`src/design/uer_pkg.sv`:
```
// package for the ultrasonic echo ranger: widths, phase codes, microcode
// words and the control store; no dependencies
package uer_pkg;

    localparam int TICK_W   = 16;
    localparam int DIST_W   = 19;
    localparam int WEIGHT_W = 16;
    localparam int CFG_IDX_W = 8;
    localparam int CFG_DAT_W = 16;
    localparam int IN_DATA_W  = 8;
    localparam int OUT_DATA_W = 24;

    localparam int MUL_A_W = 21;
    localparam int MUL_B_W = 21;
    localparam int MUL_P_W = MUL_A_W + MUL_B_W;

    // ceil(2^30 / 1000), exact for 17 * width below 2^21
    localparam int RECIP_SHIFT = 30;
    localparam logic [MUL_B_W-1:0] SOUND_RECIP = 21'd1073742;
    localparam logic [MUL_B_W-1:0] SOUND_NUM   = 21'd17;
    localparam int QUOT_W = 11;

    localparam logic [WEIGHT_W-1:0] WEIGHT_ONE = 16'd32768;
    localparam logic [WEIGHT_W-1:0] ROUND_HALF = 16'd16384;

    localparam logic [TICK_W-1:0] TRIG_LOW_TICKS    = 16'd2;
    localparam logic [TICK_W-1:0] TRIG_HIGH_TICKS   = 16'd5;
    localparam logic [TICK_W-1:0] LISTEN_WAIT_TICKS = 16'd750;

    // register indexes
    localparam logic [CFG_IDX_W-1:0] REG_MEASURE_ENABLE   = 8'd0;
    localparam logic [CFG_IDX_W-1:0] REG_MAX_ECHO_US      = 8'd1;
    localparam logic [CFG_IDX_W-1:0] REG_SMOOTHING_WEIGHT = 8'd2;
    localparam logic [CFG_IDX_W-1:0] REG_GAP_US           = 8'd3;

    // measurement phases
    localparam logic [2:0] PH_IDLE      = 3'd0;
    localparam logic [2:0] PH_TRIG_LOW  = 3'd1;
    localparam logic [2:0] PH_TRIG_HIGH = 3'd2;
    localparam logic [2:0] PH_WAIT      = 3'd3;
    localparam logic [2:0] PH_MEASURE   = 3'd4;
    localparam logic [2:0] PH_GAP       = 3'd5;

    // datapath operations
    localparam logic [2:0] OP_NOP        = 3'd0;
    localparam logic [2:0] OP_LOAD       = 3'd1;
    localparam logic [2:0] OP_TICK       = 3'd2;
    localparam logic [2:0] OP_MUL_SCALE  = 3'd3;
    localparam logic [2:0] OP_MUL_RECIP  = 3'd4;
    localparam logic [2:0] OP_MUL_WEIGHT = 3'd5;
    localparam logic [2:0] OP_MAC        = 3'd6;
    localparam logic [2:0] OP_EMIT       = 3'd7;

    // jump conditions
    localparam logic [1:0] COND_ALWAYS   = 2'd0;
    localparam logic [1:0] COND_NO_INPUT = 2'd1;
    localparam logic [1:0] COND_NO_BLEND = 2'd2;
    localparam logic [1:0] COND_OUT_BUSY = 2'd3;

    localparam int STEP_W = 3;

    // program steps
    localparam logic [STEP_W-1:0] ST_FETCH   = 3'd0;
    localparam logic [STEP_W-1:0] ST_TICK    = 3'd1;
    localparam logic [STEP_W-1:0] ST_SCALE   = 3'd2;
    localparam logic [STEP_W-1:0] ST_RECIP   = 3'd3;
    localparam logic [STEP_W-1:0] ST_WEIGHT  = 3'd4;
    localparam logic [STEP_W-1:0] ST_MAC     = 3'd5;
    localparam logic [STEP_W-1:0] ST_HOLD    = 3'd6;
    localparam logic [STEP_W-1:0] ST_EMIT    = 3'd7;

    typedef struct packed {
        logic [2:0]        op;
        logic [1:0]        cond;
        logic [STEP_W-1:0] target;
    } ucode_t;

    typedef struct packed {
        logic [2:0] op;
        logic       accept;
    } ctrl_t;

    typedef struct packed {
        logic              drive_en;
        logic              drive_lvl;
        logic              valid;
        logic              tmo;
        logic [DIST_W-1:0] smoothed;
    } result_t;

    // control store: jump to target when the condition holds, else fall through
    function automatic ucode_t ucode_rom(input logic [STEP_W-1:0] step);
        ucode_t w;
        case (step)
            ST_FETCH:  w = '{op: OP_LOAD,       cond: COND_NO_INPUT, target: ST_FETCH};
            ST_TICK:   w = '{op: OP_TICK,       cond: COND_NO_BLEND, target: ST_HOLD};
            ST_SCALE:  w = '{op: OP_MUL_SCALE,  cond: COND_ALWAYS,   target: ST_RECIP};
            ST_RECIP:  w = '{op: OP_MUL_RECIP,  cond: COND_ALWAYS,   target: ST_WEIGHT};
            ST_WEIGHT: w = '{op: OP_MUL_WEIGHT, cond: COND_ALWAYS,   target: ST_MAC};
            ST_MAC:    w = '{op: OP_MAC,        cond: COND_ALWAYS,   target: ST_HOLD};
            ST_HOLD:   w = '{op: OP_NOP,        cond: COND_OUT_BUSY, target: ST_HOLD};
            ST_EMIT:   w = '{op: OP_EMIT,       cond: COND_ALWAYS,   target: ST_FETCH};
            default:   w = '{op: OP_NOP,        cond: COND_ALWAYS,   target: ST_FETCH};
        endcase
        return w;
    endfunction

endpackage

```
`src/design/uer_seq.sv`:
```
// microcode sequencer: step counter, control store lookup and jump logic
// depends on uer_pkg
module uer_seq
    import uer_pkg::*;
(
    input  logic  clk,
    input  logic  rst_n,
    input  logic  in_valid,
    input  logic  out_busy,
    input  logic  blend_req,
    output logic  in_ready,
    output ctrl_t ctrl
);

    logic [STEP_W-1:0] step_reg;
    logic [STEP_W-1:0] step_next;
    ucode_t            word;
    logic              take;

    always_comb
    begin
        word = ucode_rom(step_reg);
        case (word.cond)
            COND_ALWAYS:   take = 1'b1;
            COND_NO_INPUT: take = !in_valid;
            COND_NO_BLEND: take = !blend_req;
            COND_OUT_BUSY: take = out_busy;
            default:       take = 1'b1;
        endcase
        step_next = take ? word.target : step_reg + 1'b1;
    end

    assign in_ready    = (word.op == OP_LOAD);
    assign ctrl.op     = word.op;
    assign ctrl.accept = in_ready && in_valid;

    always_ff @(posedge clk or negedge rst_n)
    begin
        if (!rst_n)
        begin
            step_reg <= ST_FETCH;
        end
        else
        begin
            step_reg <= step_next;
        end
    end

endmodule

```
`src/design/uer_dp.sv`:
```
// datapath: phase timer, echo width, shared multiplier and smoothed distance
// depends on uer_pkg
module uer_dp
    import uer_pkg::*;
(
    input  logic                clk,
    input  logic                rst_n,
    input  ctrl_t               ctrl,
    input  logic                echo_level,
    input  logic                measure_enable,
    input  logic [TICK_W-1:0]   max_echo_us,
    input  logic [WEIGHT_W-1:0] smoothing_weight,
    input  logic [TICK_W-1:0]   gap_us,
    output logic                blend_req,
    output result_t             result
);

    logic                level_reg;
    logic [2:0]          phase_reg;
    logic [2:0]          phase_next;
    logic [TICK_W-1:0]   ticks_reg;
    logic [TICK_W-1:0]   ticks_next;
    logic [DIST_W-1:0]   smooth_reg;
    logic [DIST_W-1:0]   smooth_next;
    logic [MUL_P_W-1:0]  acc_reg;
    logic [MUL_P_W-1:0]  acc_next;
    logic [3:0]          flags_reg;
    logic [3:0]          flags_next;

    logic [2:0]          ph;
    logic [TICK_W-1:0]   t;
    logic [TICK_W-1:0]   t1;
    logic                den;
    logic                dlvl;
    logic                tmo;
    logic                blend;

    logic [WEIGHT_W-1:0] w_sat;
    logic [WEIGHT_W-1:0] w_inv;
    logic [MUL_A_W-1:0]  mul_a;
    logic [MUL_B_W-1:0]  mul_b;
    logic [MUL_P_W-1:0]  prod;
    logic [35:0]         mac_sum;

    // per-tick phase sequencing
    always_comb
    begin
        ph    = PH_IDLE;
        t     = '0;
        den   = 1'b0;
        dlvl  = 1'b0;
        tmo   = 1'b0;
        blend = 1'b0;
        if (measure_enable)
        begin
            ph = (phase_reg == PH_IDLE) ? PH_TRIG_LOW : phase_reg;
            t  = (phase_reg == PH_IDLE) ? '0 : ticks_reg;
        end
        t1         = t + 1'b1;
        phase_next = ph;
        ticks_next = t1;
        case (ph)
            PH_TRIG_LOW:
            begin
                den = 1'b1;
                if (t1 >= TRIG_LOW_TICKS)
                begin
                    phase_next = PH_TRIG_HIGH;
                    ticks_next = '0;
                end
            end
            PH_TRIG_HIGH:
            begin
                den  = 1'b1;
                dlvl = 1'b1;
                if (t1 >= TRIG_HIGH_TICKS)
                begin
                    phase_next = PH_WAIT;
                    ticks_next = '0;
                end
            end
            PH_WAIT:
            begin
                if (t1 >= LISTEN_WAIT_TICKS)
                begin
                    phase_next = PH_MEASURE;
                    ticks_next = '0;
                end
            end
            PH_MEASURE:
            begin
                if (level_reg)
                begin
                    if (t1 >= max_echo_us)
                    begin
                        tmo        = 1'b1;
                        phase_next = PH_TRIG_LOW;
                        ticks_next = '0;
                    end
                end
                else if (t >= max_echo_us)
                begin
                    tmo        = 1'b1;
                    phase_next = PH_TRIG_LOW;
                    ticks_next = '0;
                end
                else
                begin
                    blend      = 1'b1;
                    phase_next = (gap_us == '0) ? PH_TRIG_LOW : PH_GAP;
                    ticks_next = '0;
                end
            end
            PH_GAP:
            begin
                if (t1 >= gap_us)
                begin
                    phase_next = PH_TRIG_LOW;
                    ticks_next = '0;
                end
            end
            default:
            begin
                phase_next = PH_IDLE;
                ticks_next = '0;
            end
        endcase
    end

    assign blend_req = (ctrl.op == OP_TICK) && blend;

    // shared multiplier and its operand selection
    always_comb
    begin
        w_sat = (smoothing_weight > WEIGHT_ONE) ? WEIGHT_ONE : smoothing_weight;
        w_inv = WEIGHT_ONE - w_sat;
        case (ctrl.op)
            OP_MUL_SCALE:
            begin
                mul_a = MUL_A_W'(acc_reg[TICK_W-1:0]);
                mul_b = SOUND_NUM;
            end
            OP_MUL_RECIP:
            begin
                mul_a = acc_reg[MUL_A_W-1:0];
                mul_b = SOUND_RECIP;
            end
            OP_MUL_WEIGHT:
            begin
                mul_a = MUL_A_W'(w_sat);
                mul_b = MUL_B_W'({acc_reg[RECIP_SHIFT +: QUOT_W], 8'd0});
            end
            OP_MAC:
            begin
                mul_a = MUL_A_W'(w_inv);
                mul_b = MUL_B_W'(smooth_reg);
            end
            default:
            begin
                mul_a = '0;
                mul_b = '0;
            end
        endcase
        prod        = MUL_P_W'(mul_a) * MUL_P_W'(mul_b);
        mac_sum     = acc_reg[35:0] + prod[35:0] + 36'(ROUND_HALF);
        smooth_next = mac_sum[15 +: DIST_W];
    end

    always_comb
    begin
        acc_next   = acc_reg;
        flags_next = flags_reg;
        case (ctrl.op)
            OP_TICK:
            begin
                acc_next   = MUL_P_W'(t);
                flags_next = {den, dlvl, blend, tmo};
            end
            OP_MUL_SCALE,
            OP_MUL_RECIP,
            OP_MUL_WEIGHT:
            begin
                acc_next = prod;
            end
            default:
            begin
                acc_next = acc_reg;
            end
        endcase
    end

    always_ff @(posedge clk or negedge rst_n)
    begin
        if (!rst_n)
        begin
            phase_reg  <= PH_IDLE;
            ticks_reg  <= '0;
            smooth_reg <= '0;
            flags_reg  <= '0;
        end
        else
        begin
            if (ctrl.op == OP_TICK)
            begin
                phase_reg <= phase_next;
                ticks_reg <= ticks_next;
            end
            if (ctrl.op == OP_MAC)
            begin
                smooth_reg <= smooth_next;
            end
            flags_reg <= flags_next;
        end
    end

    always_ff @(posedge clk)
    begin
        acc_reg <= acc_next;
        if (ctrl.accept)
        begin
            level_reg <= echo_level;
        end
    end

    assign result.drive_en  = flags_reg[3];
    assign result.drive_lvl = flags_reg[2];
    assign result.valid     = flags_reg[1];
    assign result.tmo       = flags_reg[0];
    assign result.smoothed  = smooth_reg;

endmodule

```
`src/design/ultrasonic_echo_ranger_top.sv`:
```
// Single-pin ultrasonic rangefinder. Each input item is one microsecond tick
// with the sampled pin level; each tick yields one result item with the pin
// drive, update and timeout flags and the smoothed distance (cm, 8 fraction
// bits). A tick runs the steps fetch, tick, hold and emit; the tick that closes
// an echo measurement adds four passes through the shared multiplier (scale,
// divide by reciprocal, weight, blend). The next tick is taken while a result
// still waits in the output register; the program stalls before writing it
// only if the previous result is untaken. Registers are to be written on the
// config channel between ticks; the block itself does not enforce this.
// depends on uer_pkg, uer_seq, uer_dp
module ultrasonic_echo_ranger_top
    import uer_pkg::*;
(
    input  logic                  clk,
    input  logic                  rst_n,
    input  logic                  s_tvalid,
    output logic                  s_tready,
    input  logic [IN_DATA_W-1:0]  s_tdata,   // [0] echo_level
    output logic                  m_tvalid,
    input  logic                  m_tready,
    output logic [OUT_DATA_W-1:0] m_tdata,   // [0] pin_drive_enable, [1] pin_drive_level,
                                             // [2] distance_valid, [3] timeout_flag,
                                             // [22:4] smoothed_cm
    input  logic                  cfg_valid,
    output logic                  cfg_ready,
    input  logic [CFG_IDX_W-1:0]  cfg_index,
    input  logic [CFG_DAT_W-1:0]  cfg_data
);

    logic                  enable_reg;
    logic [TICK_W-1:0]     max_echo_reg;
    logic [WEIGHT_W-1:0]   weight_reg;
    logic [TICK_W-1:0]     gap_reg;

    logic                  out_valid_reg;
    logic [OUT_DATA_W-1:0] out_data_reg;

    ctrl_t                 ctrl;
    result_t               result;
    logic                  blend_req;

    assign cfg_ready = 1'b1;

    always_ff @(posedge clk or negedge rst_n)
    begin
        if (!rst_n)
        begin
            enable_reg   <= 1'b0;
            max_echo_reg <= 16'd30000;
            weight_reg   <= 16'd16384;
            gap_reg      <= 16'd20000;
        end
        else if (cfg_valid)
        begin
            case (cfg_index)
                REG_MEASURE_ENABLE:   enable_reg   <= cfg_data[0];
                REG_MAX_ECHO_US:      max_echo_reg <= cfg_data;
                REG_SMOOTHING_WEIGHT: weight_reg   <= cfg_data;
                REG_GAP_US:           gap_reg      <= cfg_data;
                default:              ;
            endcase
        end
    end

    uer_seq u_seq
    (
        .clk       (clk),
        .rst_n     (rst_n),
        .in_valid  (s_tvalid),
        .out_busy  (out_valid_reg),
        .blend_req (blend_req),
        .in_ready  (s_tready),
        .ctrl      (ctrl)
    );

    uer_dp u_dp
    (
        .clk              (clk),
        .rst_n            (rst_n),
        .ctrl             (ctrl),
        .echo_level       (s_tdata[0]),
        .measure_enable   (enable_reg),
        .max_echo_us      (max_echo_reg),
        .smoothing_weight (weight_reg),
        .gap_us           (gap_reg),
        .blend_req        (blend_req),
        .result           (result)
    );

    // output register
    always_ff @(posedge clk or negedge rst_n)
    begin
        if (!rst_n)
        begin
            out_valid_reg <= 1'b0;
        end
        else if (ctrl.op == OP_EMIT)
        begin
            out_valid_reg <= 1'b1;
        end
        else if (m_tready)
        begin
            out_valid_reg <= 1'b0;
        end
    end

    always_ff @(posedge clk)
    begin
        if (ctrl.op == OP_EMIT)
        begin
            out_data_reg <= {1'b0, result.smoothed, result.tmo, result.valid,
                             result.drive_lvl, result.drive_en};
        end
    end

    assign m_tvalid = out_valid_reg;
    assign m_tdata  = out_data_reg;

endmodule
```
`config.mk`:
```
export PLATFORM = sky130hd
export DESIGN_NAME = ultrasonic_echo_ranger_top
export DESIGN_NICKNAME = d
export VERILOG_FILES = /design/src/design/uer_pkg.sv /design/src/design/uer_seq.sv /design/src/design/uer_dp.sv /design/src/design/ultrasonic_echo_ranger_top.sv
export SDC_FILE = /design/constraint.sdc
export NUM_CORES = 1
export LEC_CHECK = 0
export BUFFER_PORTS_ARGS = -buffer_cell sky130_fd_sc_hd__buf_4
export CORE_AREA = 3 3 217 219
export CTS_BUF_LIST = sky130_fd_sc_hd__clkbuf_16
export DETAILED_ROUTE_END_ITERATION = 16
export DIE_AREA = 0 0 220 222
export PLACE_DENSITY_LB_ADDON = 0.05
export SYNTH_ARGS = -nofsm -noshare
export SYNTH_HDL_FRONTEND = slang
export SYNTH_SLANG_ARGS = --single-unit
```
`constraint.sdc`:
```
create_clock -name clk -period 9.5 [get_ports clk]
set_input_delay 1.425 -clock clk [delete_from_list [all_inputs] [get_ports clk]]
set_output_delay 1.425 -clock clk [all_outputs]
set_load 0.01 [all_outputs]
```
==> impl_metrics.csv <==
group,metric,value,unit
flow_run,drv_cap,0,
setup_path,rr_startpoint,"u_seq.step_reg[1]$_DFF_PN0_",
setup_path,crit_start,"u_seq.step_reg[1]$_DFF_PN0_",
setup_path,rrSetupSlack,-410,ps
die,dieArea,0.0488,mm^2
die,io_pins,64,
setup_path,critPathSlowestCell,"fa_1",
place,place_congestion,0.986,
min_path,min_from,"u_dp.flags_reg[2]$_DFFE_PN0P_",
clocking,numCtsBuffers,17,
global_routing,track_usage,35.4,%
die,start_util,54.8,%
routing,drt-vias-per-instance,5.67,
setup_path,worstPathArrival,10240,ps
final_layout,antenna-diode-count,0,
final_layout,seq_area,0.00435,mm^2
final_layout,multi_input_area,0.0202,mm^2
logic_synthesis,synth_edf_count,65,
min_path,hold_class,"reg2reg",
routing,dr.pass1.iters,6,
logic_synthesis,synth_most_common_cell,"inv_1",
status,status,"finished, violations left",
place,post-dp-hpwl,69900,um
die,die_w,220,um
sta,skew,14.1,ps
routing,wl_per_cell,21.7,um
routing,drtAntennaViolNets,0,
clocking,cts_tree,"built",
setup_path,cpPeakStageDelay,540,ps
global_routing,grt_overflow,0,
clocking,clk_pin_slew,70,ps
logic_synthesis,ys.flop_type,"dfrtp_1",
sta,timing.max_slew.rel_slack,24.8,%
logic_synthesis,seq_area_frac_synth,17.5,%
clocking,cts_max_path_buffers,2,
sta,setup-tns-final,-4400,ps
setup_path,critPathLaunchType,"flip-flop",
sta,hold_violations,0,
sta,worst_slew_pin_slew,1120,ps
clocking,hold_buffers,0,
sta,setup_viol,16,
clocking,root_buffer,"clkbuf_16",
logic_synthesis,synth_area,0.0248,mm^2
logic_synthesis,synth_top_area_share,27.2,%
sta,post-route-period-util,104,%
clocking,cts.htree.levels,4,
sta,fmax,101,MHz
logic_synthesis,synthTopCellsByCount,"477 x inv_1, 337 x fa_1, 313 x nand2_1, 288 x ha_1, 219 x nor2_1",
routing,routed_wl,85100,um
global_routing,grt_pass1_wl,131000,um
place,port_buffers,54,
logic_synthesis,synth_area_leaders,"fa_1 27%, ha_1 15%, dfrtp_1 8.3%",
setup_path,worstPathRequired,9830,ps
setup_path,setup.worst_path.end_class,"flip-flop",
logic_synthesis,synth_largest_area_cell,"fa_1",
logic_synthesis,avgSynthCellArea,9.11,um^2
global_routing,grt_antenna_before_repair,1,
final_layout,final_nets,3966,
setup_path,path_max_fanout,12,
die,coreArea,0.0453,mm^2
global_routing,grt_pass1_vias,23235,
die,rows,78,
logic_synthesis,async_reset_ff_share,59.4,%
setup_path,path_common_cell,"buf_4",
setup_path,crit_type,"reg2reg",
final_layout,largest_register_ffs,41,
routing,drt_iter0_markers,1990,
logic_synthesis,synth-seq-cells,160,
logic_synthesis,netlist_instances,2726,
final_layout,area_delta_synth_final,30.8,%
sta,slew_violations,0,
sta,rsz0062_at_grt,"true",
clocking,clk_latency,460,ps
clocking,cts_sinks,160,
logic_synthesis,yosysUniqueCellTypes,90,
sta,period_needed,9910,ps
die,die_h,222,um
status,violations,"setup timing",
global_routing,grt_max_degree,75,
logic_synthesis,ys.warnings.count,0,
sta,worst_slack,-410,ps
final_layout,drive_gt1_share,28.9,%
routing,remaining_drc_errors,0,
final_layout,fillers,3534,
routing,vias,22210,
-- final cells by class --
cell class	count	share of cell area (%)
Sequential cell	160	13.4
Inverter	478	5.54
Tap cell	600	2.31
Clock buffer	18	1.39
Multi-Input combinational cell	2054	62.3
Clock inverter	14	0.374
Timing Repair Buffer	593	14.7
-- path summary, 6_finish.rpt --
check,endpoint,cells past startpoint
max in group asynchronous,u_dp.ticks_reg[14]$_DFFE_PN0P_,2
worst min-delay path,m_tdata[1]$_DFFE_PP_,0
worst max-delay path,u_dp.smooth_reg[10]$_DFFE_PN0N_,44
worst min register to register,m_tdata[1]$_DFFE_PP_,0
min in group asynchronous,u_dp.smooth_reg[12]$_DFFE_PN0N_,1
worst max register to register,u_dp.smooth_reg[10]$_DFFE_PN0N_,44
-- cell families after synthesis --
logic type	synth area share (%)
compound gates	11.4
xor+xnor	2.21
fa+ha+maj	41.7
buf+inv	8.79
flops	17.5
mux	2.79
other cells	0.0302
simple gates	15.6
-- through the flow --
step / hold WS (ps) / setup WS [ps] / utilization [%] / instances / cell area (um^2)
detailed placement: 439 / -982 / 65.3 / 3810 / 29600
CTS: 455 / -364 / 69.5 / 3874 / 31500
global placement: 432 / -902 / 65.3 / 3810 / 29600
floorplan: 425 / 2.38 / - / 2786 / 25200
global route: 477 / -715 / 71.7 / 3917 / 32500
finish: 454 / -410 / 71.7 / 3917 / 32500
-- cells in the final DEF (no fill, tap or decap), types with 32 or more instances in the layout --
cell / synthesis / routed
nor2_1: 219 / 196
conb_1: 2 / 62
fa_1: 337 / 317
nor3_1: 50 / 39
inv_1: 477 / 466
o21ai_0: 84 / 57
buf_4: 3 / 547
nand3_1: 41 / 37
a21oi_1: 80 / 51
nand2_1: 313 / 296
dfrtp_1: 82 / 82
ha_4: 0 / 39
mux2_2: 56 / 56
nand2b_1: 38 / 38
edfxtp_1: 65 / 65
and2_1: 35 / 32
xnor2_1: 42 / 32
ha_1: 288 / 248
a21o_1: 53 / 53
-- layer usage --
| layer | global-route usage (%) | routed length, um | vias up |
|---|---|---|---|
| li1 | - | - | 10089 |
| met1 | 47.6 | 35100 | 11069 |
| met2 | 58.4 | 40400 | 841 |
| met3 | 3.91 | 5350 | 211 |
| met4 | 14.5 | 4260 | 0 |
| met5 | 0 | 0 | - |
-- repair_timing --
item	CTS	global route
setup buffers	36	46
pin swaps	118	135
endpoints found under the setup margin	19	19
resized for setup	203	142
-- critical path: cells and delay by family (launching register included) --
family	cells	cell delay (ps)
DFF	1	420
and+or+nand+nor	7	720
buffers and inverters	12	1700
xor gates and xnor gates	2	400
AOI/OAI and AO/OA	11	2180
adders and majority gates	11	4160
muxes	1	180
Power is left out: the tool's default activity adds up to more than one toggle a clock period on the data nets, which glitch-free logic cannot reach.
